## src/cops_pkg.sv

```systemverilog
// Package for the circular orbit position step block.
// Holds payload structs and register index codes; no dependencies.
`timescale 1ns / 1ps
package cops_pkg;

  typedef struct packed {
    logic [31:0]        tick;
    logic signed [31:0] center_x;
    logic signed [31:0] center_y;
    logic signed [31:0] center_z;
  } cops_in_t;

  typedef struct packed {
    logic signed [31:0] pos_x;
    logic signed [31:0] pos_y;
    logic signed [31:0] pos_z;
    logic signed [31:0] vel_x;
    logic signed [31:0] vel_y;
    logic signed [31:0] vel_z;
    logic [31:0]        spin_angle;
    logic               spin_valid;
  } cops_out_t;

  localparam logic [2:0] REG_ENABLE = 3'd0;
  localparam logic [2:0] REG_RADIUS = 3'd1;
  localparam logic [2:0] REG_PHASE  = 3'd2;
  localparam logic [2:0] REG_ORATE  = 3'd3;
  localparam logic [2:0] REG_SRATE  = 3'd4;
  localparam logic [2:0] REG_BASE   = 3'd5;

endpackage

```

## src/cops_serial_mul.sv

```systemverilog
// Shift-add multiplier, one multiplier bit per cycle, for the orbit block.
// Unsigned A x B; the multiplier operand B is W bits wide. No package use.
`timescale 1ns / 1ps
module cops_serial_mul #(
  parameter int AW = 32,
  parameter int W  = 32
) (
  input  logic              clk,
  input  logic              rst,
  input  logic              start,
  input  logic [AW-1:0]     a,
  input  logic [W-1:0]      b,
  output logic              done,
  output logic [AW+W-1:0]   prod
);
  localparam int CW = $clog2(W + 1);

  logic [AW-1:0]   mcand;
  logic [W-1:0]    mplier;
  logic [AW+W-1:0] acc;
  logic [CW-1:0]   cnt;
  logic            busy;

  always_ff @(posedge clk) begin
    if (rst) begin
      busy <= 1'b0;
      done <= 1'b0;
      cnt  <= '0;
    end else begin
      done <= 1'b0;
      if (start) begin
        busy   <= 1'b1;
        mcand  <= a;
        mplier <= b;
        acc    <= '0;
        cnt    <= CW'(W);
      end else if (busy) begin
        // acc holds partial sum aligned to the top; shift right each bit
        acc <= {1'b0, acc[AW+W-1:1]} +
               (mplier[0] ? {1'b0, mcand, {(W-1){1'b0}}} : '0);
        mplier <= mplier >> 1;
        cnt    <= cnt - 1'b1;
        if (cnt == CW'(1)) begin
          busy <= 1'b0;
          done <= 1'b1;
        end
      end
    end
  end

  assign prod = acc;
endmodule

```

## src/circular_orbit_position_step.sv

```systemverilog
// Circular orbit position step: polynomial sine/cosine, radius scaling, velocity.
// Uses cops_pkg and one shared shift-add multiplier cops_serial_mul.
// Twelve products run one after another on the one serial multiplier, 32 multiplier bits
// each. A new transaction is accepted only after the last result is taken; in_ready only when idle.
// Synchronous active-high reset clears config registers, previous position and control.
`timescale 1ns / 1ps
module circular_orbit_position_step #(
  parameter int TICKS_PER_SECOND = 16,
  parameter int SINE_BITS        = 16
) (
  input  logic                 clk,
  input  logic                 rst,
  input  logic                 in_valid,
  output logic                 in_ready,
  input  cops_pkg::cops_in_t   in_data,
  output logic                 out_valid,
  input  logic                 out_ready,
  output cops_pkg::cops_out_t  out_data,
  input  logic                 cfg_we,
  input  logic [2:0]           cfg_index,
  input  logic [31:0]          cfg_data
);
  import cops_pkg::*;

  localparam int F   = SINE_BITS - 1;
  localparam int SH  = 30 - F;
  localparam longint A_Q30 = 64'd1686629713;
  localparam longint C_Q30 = 64'd76016977;
  localparam longint CA = (A_Q30 + (64'd1 << (SH - 1))) >> SH;
  localparam longint CC = (C_Q30 + (64'd1 << (SH - 1))) >> SH;
  localparam longint CB = CA + CC - (64'd1 << F);
  localparam int MW = 32; // multiplier operand width
  localparam int SW = F + 2;

  typedef enum logic [4:0] {
    S_IDLE, S_ELAP, S_PH, S_SPIN, S_SEL,
    S_U2, S_T1, S_T2, S_S, S_OFF, S_POS, S_VEL, S_OUT
  } state_t;

  state_t state;
  logic        en;
  logic [31:0] radius, sphase, orate, srate, base;
  cops_in_t    item;
  logic [31:0] elapsed, phase, spin;
  logic        axis;        // 0: x (sine), 1: z (cosine)
  logic [F:0]  u, u2;
  logic        sneg;
  logic signed [33:0] offx, offz;
  logic signed [31:0] px, pz;
  logic signed [31:0] prev_x, prev_y, prev_z;
  logic        prev_known;
  logic [1:0]  vidx;
  cops_out_t   res;

  logic            m_start, m_done;
  logic [31:0]     m_a, m_b;
  logic [63:0]     m_p;

  cops_serial_mul #(.AW(32), .W(MW)) u_mul (
    .clk(clk), .rst(rst), .start(m_start), .a(m_a), .b(m_b),
    .done(m_done), .prod(m_p)
  );

  logic [31:0] qphase;
  logic [F:0]  uraw;
  assign qphase = phase + (axis ? 32'h4000_0000 : 32'd0);
  assign uraw   = (F+1)'(qphase[29:0] >> SH);

  function automatic logic signed [31:0] sat32(input logic signed [47:0] v);
    if (v > 48'sh0000_7FFF_FFFF) return 32'sh7FFF_FFFF;
    if (v < -48'sh0000_8000_0000) return 32'sh8000_0000;
    return v[31:0];
  endfunction

  logic signed [47:0] vdiff;
  logic signed [31:0] vcur, vprev;
  always_comb begin
    unique case (vidx)
      2'd0:    begin vcur = px;          vprev = prev_x; end
      2'd1:    begin vcur = item.center_y; vprev = prev_y; end
      default: begin vcur = pz;          vprev = prev_z; end
    endcase
    vdiff = (48'(vcur) - 48'(vprev)) * 48'(TICKS_PER_SECOND);
  end

  logic [F+1:0] t1w;
  assign t1w = (F+2)'(CB) - (F+2)'(m_p[F+SW+31:F] & {(F+2){1'b1}});

  assign in_ready  = (state == S_IDLE);
  assign out_valid = (state == S_OUT);
  assign out_data  = res;

  always_ff @(posedge clk) begin
    if (rst) begin
      state <= S_IDLE;
      en <= 1'b0; radius <= '0; sphase <= '0; orate <= '0; srate <= '0; base <= '0;
      prev_x <= '0; prev_y <= '0; prev_z <= '0; prev_known <= 1'b0;
      m_start <= 1'b0;
    end else begin
      m_start <= 1'b0;
      if (cfg_we) begin
        unique case (cfg_index)
          REG_ENABLE: en     <= cfg_data[0];
          REG_RADIUS: radius <= cfg_data;
          REG_PHASE:  sphase <= cfg_data;
          REG_ORATE:  orate  <= cfg_data;
          REG_SRATE:  srate  <= cfg_data;
          REG_BASE:   base   <= cfg_data;
          default: ;
        endcase
      end
      unique case (state)
        S_IDLE: if (in_valid && en) begin
          item <= in_data;
          elapsed <= in_data.tick - base;
          state <= S_ELAP;
        end
        S_ELAP: begin
          m_a <= orate; m_b <= elapsed; m_start <= 1'b1; state <= S_PH;
        end
        S_PH: if (m_done) begin
          phase <= sphase + m_p[31:0];
          m_a <= srate; m_b <= elapsed; m_start <= 1'b1; state <= S_SPIN;
        end
        S_SPIN: if (m_done) begin
          spin <= m_p[31:0]; axis <= 1'b0; state <= S_SEL;
        end
        S_SEL: begin
          u    <= qphase[30] ? (F+1)'((F+2)'(1) << F) - uraw : uraw;
          sneg <= qphase[31];
          m_a  <= 32'(qphase[30] ? (F+1)'((F+2)'(1) << F) - uraw : uraw);
          m_b  <= 32'(qphase[30] ? (F+1)'((F+2)'(1) << F) - uraw : uraw);
          m_start <= 1'b1; state <= S_U2;
        end
        S_U2: if (m_done) begin
          u2 <= (F+1)'(m_p >> F);
          m_a <= 32'(CC); m_b <= 32'(m_p >> F); m_start <= 1'b1; state <= S_T1;
        end
        S_T1: if (m_done) begin
          m_a <= 32'(u2); m_b <= 32'(t1w); m_start <= 1'b1; state <= S_T2;
        end
        S_T2: if (m_done) begin
          m_a <= 32'(u);
          m_b <= 32'((F+2)'(CA) - (F+2)'(m_p >> F));
          m_start <= 1'b1; state <= S_S;
        end
        S_S: if (m_done) begin
          m_a <= radius;
          m_b <= ((m_p >> F) > 64'((64'd1 << F) - 1)) ? 32'((64'd1 << F) - 1)
                                                       : 32'(m_p >> F);
          m_start <= 1'b1; state <= S_OFF;
        end
        S_OFF: if (m_done) begin
          if (!axis) begin
            offx <= sneg ? -34'sd0 - 34'(m_p >> F) : 34'(m_p >> F);
            axis <= 1'b1; state <= S_SEL;
          end else begin
            offz <= sneg ? -34'sd0 - 34'(m_p >> F) : 34'(m_p >> F);
            state <= S_POS;
          end
        end
        S_POS: begin
          px <= sat32(48'(item.center_x) + 48'(offx));
          pz <= sat32(48'(item.center_z) + 48'(offz));
          vidx <= 2'd0; state <= S_VEL;
        end
        S_VEL: begin
          unique case (vidx)
            2'd0:    res.vel_x <= prev_known ? sat32(vdiff) : '0;
            2'd1:    res.vel_y <= prev_known ? sat32(vdiff) : '0;
            default: res.vel_z <= prev_known ? sat32(vdiff) : '0;
          endcase
          vidx <= vidx + 2'd1;
          if (vidx == 2'd2) begin
            res.pos_x <= px; res.pos_y <= item.center_y; res.pos_z <= pz;
            res.spin_angle <= spin; res.spin_valid <= (srate != '0);
            prev_x <= px; prev_y <= item.center_y; prev_z <= pz;
            prev_known <= 1'b1;
            state <= S_OUT;
          end
        end
        S_OUT: if (out_ready) state <= S_IDLE;
        default: state <= S_IDLE;
      endcase
    end
  end

`ifndef ASSERT_OFF
  a_no_accept_busy: assert property (@(posedge clk) disable iff (rst)
    state != S_IDLE |-> !in_ready) else $error("accept while busy");
  a_out_holds: assert property (@(posedge clk) disable iff (rst)
    out_valid && !out_ready |=> out_valid && $stable(out_data)) else $error("output dropped");
  a_known_after_out: assert property (@(posedge clk) disable iff (rst)
    out_valid |-> prev_known) else $error("prev not latched");
`endif
endmodule
```

## config.mk

```make
export PLATFORM = sky130hd
export DESIGN_NAME = circular_orbit_position_step
export DESIGN_NICKNAME = d
export VERILOG_FILES = /design/src/cops_pkg.sv /design/src/cops_serial_mul.sv /design/src/circular_orbit_position_step.sv
export SDC_FILE = /design/constraint.sdc
export NUM_CORES = 2
export LEC_CHECK = 0
export ABC_AREA = 1
export BUFFER_PORTS_ARGS = -buffer_cell sky130_fd_sc_hd__buf_2
export CAP_MARGIN = 20
export CORE_ASPECT_RATIO = 0.9
export CORE_MARGIN = 1
export CORE_UTILIZATION = 40
export CTS_BUF_LIST = sky130_fd_sc_hd__clkbuf_16
export CTS_CLUSTER_SIZE = 28
export DETAILED_ROUTE_END_ITERATION = 10
export PLACE_DENSITY_LB_ADDON = 0.08
export SLEW_MARGIN = 10
export SYNTH_ARGS = -nofsm -noshare
export SYNTH_HDL_FRONTEND = slang
export SYNTH_SLANG_ARGS = --single-unit
```

## constraint.sdc

```tcl
create_clock -name clk -period 21.6 [get_ports clk]
set_input_delay 1.08 -clock clk [delete_from_list [all_inputs] [get_ports clk]]
set_output_delay 1.08 -clock clk [all_outputs]
set_load 0.03 [all_outputs]
```

# Word level (Yosys, flattened, before mapping)

Index checks and enable logic that the tools add are counted.

Register bits after elaboration: 1049
Bits of input ports: 168
Output and inout bits: 227
Logic and storage cells: 239

Add/subtract/negate cells: 14
$lt $le $gt $ge: 7
Eq/ne operators: 30
Muxes and demuxes: 100
Bitwise logic cells: 4
Reductions and logical operators: 39

Operators by type and width:

| cell                    | count |
|---|---|
| $mux W32                | 30 |
| $pmux W32 S7            | 2 |
| $pmux W32 S2            | 2 |
| $add A32 B34 Y35        | 2 |
| $gt A35 B32 Y1 const B  | 2 |
| $lt A35 B32 Y1 const B  | 2 |
| $pmux W5 S13            | 1 |
| $add A63 B64 Y64        | 1 |
| $mux W64                | 1 |
| $mux W63                | 1 |
| $mux W5                 | 10 |
| $gt A49 B15 Y1 const B  | 1 |
| $mux W1                 | 44 |
| $gt A37 B32 Y1 const B  | 1 |
| $lt A37 B32 Y1 const B  | 1 |
| $mux W34                | 1 |
| $sub A1 B34 Y34 const A | 1 |
| $sub A32 B32 Y33        | 1 |
| $add A32 B31 Y32        | 1 |
| $add A32 B32 Y32        | 1 |
| $reduce_bool A32 Y1     | 1 |
| $sub A32 B32 Y32        | 1 |
| $mux W31                | 1 |
| $eq A5 B4 Y1 const B    | 5 |
| other kinds (37)        | 80 |

# Longest topological paths before layout

Word-level depth: 14
Gate-level depth with buffers: 27
Mapped depth without buffers: 24

# Cells and area by module

A second synthesis with hierarchy kept.

Cells, all modules: 5722
Area total of the unflattened synthesis: 51295.4 µm²

By module, submodules not included:

| module                       | times used | cells each | area an instance (µm²) | seq. area each (µm²) |
|---|---|---|---|---|
| circular_orbit_position_step | 1          | 4767       | 43613.1                | 24033.0 |
| cops_serial_mul              | 1          | 955        | 7682.4                 | 4003.8 |

# Worst setup path before layout

No wires, ideal clock.

Path type: in2reg
Start: input port rst
End: register elapsed[0], enable pin
Library setup time: 0.772 ns
Data arrival time: 10.315 ns
Required time: 20.828 ns
Path slack: 10.514 ns
Stages: 5
Buffers on the path: 2
Cell sequence: clkbuf_1 > clkinv_1 > buf_1 > nand2_1 > nor3_1

Cells in the longest elaborated chain, start to end: 2

RTL lines:

| item                        | RTL line                            | RTL |
|---|---|---|
| from (decl)                 | circular_orbit_position_step.sv:12  | `input logic rst,` |
| $not A1 Y1 (no line)        | -                                   |  |
| $reduce_and A3 Y1 (no line) | -                                   |  |
| to (signal assigned)        | circular_orbit_position_step.sv:115 | `elapsed <= in_data.tick - base;` |
| to (decl)                   | circular_orbit_position_step.sv:44  | `logic [31:0] elapsed, phase, spin;` |

Every way passes these cells.
A chain may end at the register's enable or synchronous reset.

# Worst setup path in the final report

Start: register vidx[0]
End: register res (netlist bit out_data[39]) (data pin)

Cells in the longest elaborated chain, start to end: 11
Elaborated cells between the ends (all ways): 19
Classes of those cells: add/sub: 1; order compare: 2; eq/ne: 1; mux: 14; reduce/logical: 1

RTL lines:

| item                                             | RTL line                            | RTL |
|---|---|---|
| from (decl)                                      | circular_orbit_position_step.sv:52  | `logic [1:0] vidx;` |
| from (signal assigned)                           | circular_orbit_position_step.sv:173 | `vidx <= vidx + 2'd1;` |
| $eq A2 B1 Y1 or $logic_not A2 Y1 (tied branches) | -                                   |  |
| $pmux W32 S2                                     | circular_orbit_position_step.sv:78  | `unique case (vidx)` |
| $sub A32 B32 Y33 *                               | circular_orbit_position_step.sv:83  | `vdiff = (48'(vcur) - 48'(vprev)) * 48'(TICKS_PER_SECOND);` |
| $lt A37 B32 Y1                                   | circular_orbit_position_step.sv:71  | `if (v < -48'sh0000_8000_0000) return 32'sh8000_0000;` |
| $mux W1 (2 in series)                            | circular_orbit_position_step.sv:71  |  |
| $mux W1                                          | circular_orbit_position_step.sv:168 | `unique case (vidx)` |
| $mux W1                                          | circular_orbit_position_step.sv:112 | `unique case (state)` |
| $mux W1                                          | circular_orbit_position_step.sv:94  | `if (rst) begin` |
| $mux W32                                         | circular_orbit_position_step.sv:72  | `return v[31:0];` |
| $mux W32 *                                       | circular_orbit_position_step.sv:71  |  |
| to (decl)                                        | circular_orbit_position_step.sv:53  | `cops_out_t res;` |

Mark *: on every way between the ends. The rest lies on a longest branch, timed or not. The select of a mux whose other input is x is not followed.

==> impl_metrics.ini <==
[floorplanning]
dieArea_sq_um = 128000
initial_core_util = 0.404
row_count = 123
core_sq_um = 125000
die_h_um = 340
die_w_um = 377
io_pins = 395

[setup_path]
crit_path_start = vidx[0]$_SDFFCE_PN0P_
cp-endpoint = out_data[39]$_SDFFCE_PN0P_
cp-start-kind = flip-flop
r2r_end = out_data[39]$_SDFFCE_PN0P_
reg2reg_slack_ps = 17180
worstPathRequired_ps = 22150
worstSetupEndpointType = flip-flop
worstRegToRegCells = 21
critPathKind = reg2reg
r2r-start = vidx[0]$_SDFFCE_PN0P_
cp.arrival_ps = 4970
cp_max_fo = 35

[yosys]
synth_edf_count = 753
synth_flop_cell = edfxtp_1
synth-simple-area-share = 0.184
postSynthCellCount = 5551
synth_common_cells = nand2_1 (1284), edfxtp_1 (753), nor2_1 (605)
synth.most_common_cell = nand2_1
yosys-top-cells-area = edfxtp_1 (45%), dfxtp_1 (11%), nand2_1 (9.5%), ha_1 (5.0%), a21oi_1 (4.7%)
synth_xor_area_frac = 0.0238
ys_ff_latch = 1024
ys_types = 63
synth_compound_area_frac = 0.128
synth_top_family_by_area = simple AND/OR/NAND/NOR gates
yosysSeqAreaShare = 0.553
post-synth-top-area-cell = edfxtp_1
synth-adder-area-share = 0.0518
yosys_warnings = 0
ys_async_sr_fraction = 0
avgSynthCellArea_sq_um = 9.13
synth_fp_nets = 5926
syn_area_sq_um = 50700
synth_mux_area_frac = 0
yosysTopAreaCellShare = 0.446

[detailed_routing]
dr_total_vias = 40200
via_per_inst = 5.22
drtAntennaViolNets = 0
drt_iter0_markers = 3502
wl_um = 170000
post-route-drc-count = 0
drt-wirelength-per-cell_um = 22.0
dr.pass1.iters = 6

[sta]
fmax_mhz = 226
drv_slew = 0
clock_skew_ps = 39.7
rsz0062_at_grt = false
setup_viol = 0
finalSetupTns_ps = 0
period_minus_slack_ps = 4420
relSlewSlack = 0.258
hold_viol = 0
tightestPinTransition_ps = 1110
min_period_over_period = 0.205

[pwr]
power.density_nw_per_um2 = 87.0
leakage_nw = 23.5
ir_drop_mv = 0.0625

[clocking]
clock_path_buffers = 3
cts_resized = 0
clock_sinks = 1024
clock-root-buffer = clkbuf_16
cts_tree = done
cts_setup_buffers = 0
cts_buffers = 106
worst_skew_pair.late_latency_ps = 750
cts-hold-fix-buffers = 0
clk_pin_slew_ps = 60
h-tree-depth = 3

[grt]
grt.overflow.total = 0
first_global_vias = 38700
antenna_found_initial = 4
grt_max_degree = 108
track_usage = 0.260
grt_pass1_wl_um = 248000

[run_status]
outcome = finished clean

[finish]
multi_input_area_sq_um = 19800
drive_gt1_frac = 0.117
nFillCells = 12400
ff_latch_area_sq_um = 28000
nets = 6290
syn_to_final_growth_pct = 14.1
fin_area_sq_um = 57800

[placement]
port_buffers = 394
place_congestion = 0.946
post-dp-hpwl_um = 130000
post_dp_cell_area_sq_um = 54400

[hold_path]
hold_depth = 0
hold_path_class = reg2reg

[flow_run]
cap_violations = 0
==> through the flow <==
step / cells / worst slack (ps) / hold slack, ps / total power, mW / utilization
CTS: 7693 / 17160 / 413 / 5.06 / 0.461
global placement: 7492 / 17280 / 402 / 3.24 / 0.433
global route: 7694 / 16720 / 413 / 5.24 / 0.461
floorplan: 5551 / 10510 / 400 / 2.93 / -
finish: 7698 / 17180 / 408 / 5.03 / 0.461
detailed placement: 7493 / 17190 / 405 / 3.24 / 0.433
==> flip-flops by register name, indices dropped and copies added (netlist names), 34 cells and up <==
signal	count
out_data	216
u_mul.prod	64
offx	34
item	96
offz	34
==> worst max-delay path, cell delays in order (launching register included) <==
cell and delay, ps:
edfxtp_1 420, inv_1 100, ha_1 140, buf_4 360, inv_1 290, buf_4 290, o22ai_1 170, a21oi_1 60
ha_1 360, nand2_1 220, inv_1 70, a21oi_1 340, nand2_1 90, a21oi_1 180, nand2_1 80, nand2_1 60
nand2_1 80, nand2_1 70, nor2_1 40, nand2_1 90, nand3_4 370, nand2_1 320
==> worst min path at each step <==
stage,from,endpoint
2_1_floorplan,spin[9]$_DFFE_PP_,out_data[10]$_DFFE_PP_
3_3_place_gp,spin[6]$_DFFE_PP_,out_data[7]$_DFFE_PP_
3_5_place_dp,spin[11]$_DFFE_PP_,out_data[12]$_DFFE_PP_
4_1_cts,spin[31]$_DFFE_PP_,out_data[32]$_DFFE_PP_
5_1_grt,spin[25]$_DFFE_PP_,out_data[26]$_DFFE_PP_
6_report,spin[31]$_DFFE_PP_,out_data[32]$_DFFE_PP_
==> placed cells by master, fill, tap and decap left out, drive strengths merged, types with 15 or more instances in the layout <==
cell type  instances
dfxtp            271
clkinv            47
o21ai            387
o21bai            31
nor3              61
a21oi            483
ha               202
xor2             111
a31oi             20
nor2             622
o22ai             37
nand4             47
nor4              23
inv              591
nand3            173
a221oi            15
a22oi             32
edfxtp           753
clkbuf           108
nand2           1320
buf              442
o211ai            43
a21o              26
o21a              27
xnor2             27
==> metal layers <==
metal | vias to the layer above | track usage | share of wire
met2 | 1162 | 0.441 | 0.48
li1 | 19600 | - | -
met3 | 257 | 0.0345 | 0.049
met4 | 4 | 0.0783 | 0.031
met5 | - | 0 | 0.00015
met1 | 19100 | 0.346 | 0.44
==> power by group <==
part	switching, mW	internal [mW]	total, mW
clock network	0.806	1.02	1.82
logic	0.610	0.241	0.851
registers	0.0812	2.27	2.36
==> layout make-up <==
cell class                 instances  share of cell area
sequential                      1024               0.485
multi-input combinational       3778               0.342
clock buffer                     108              0.0467
timing repair buffer             442              0.0405
inverter                         563              0.0366
tap                             1687              0.0365
clock inverter                    92              0.0126
antenna                            4            0.000173
==> logic make-up after synthesis <==
| kind of cell | count (synthesis) |
|---|---|
| simple gates | 2280 |
| compound gates | 1153 |
| flops | 1024 |
| buf+inv | 749 |
| fa+ha+maj | 207 |
| xor+xnor | 138 |
Note: power is estimated with default switching activity, not from simulation.
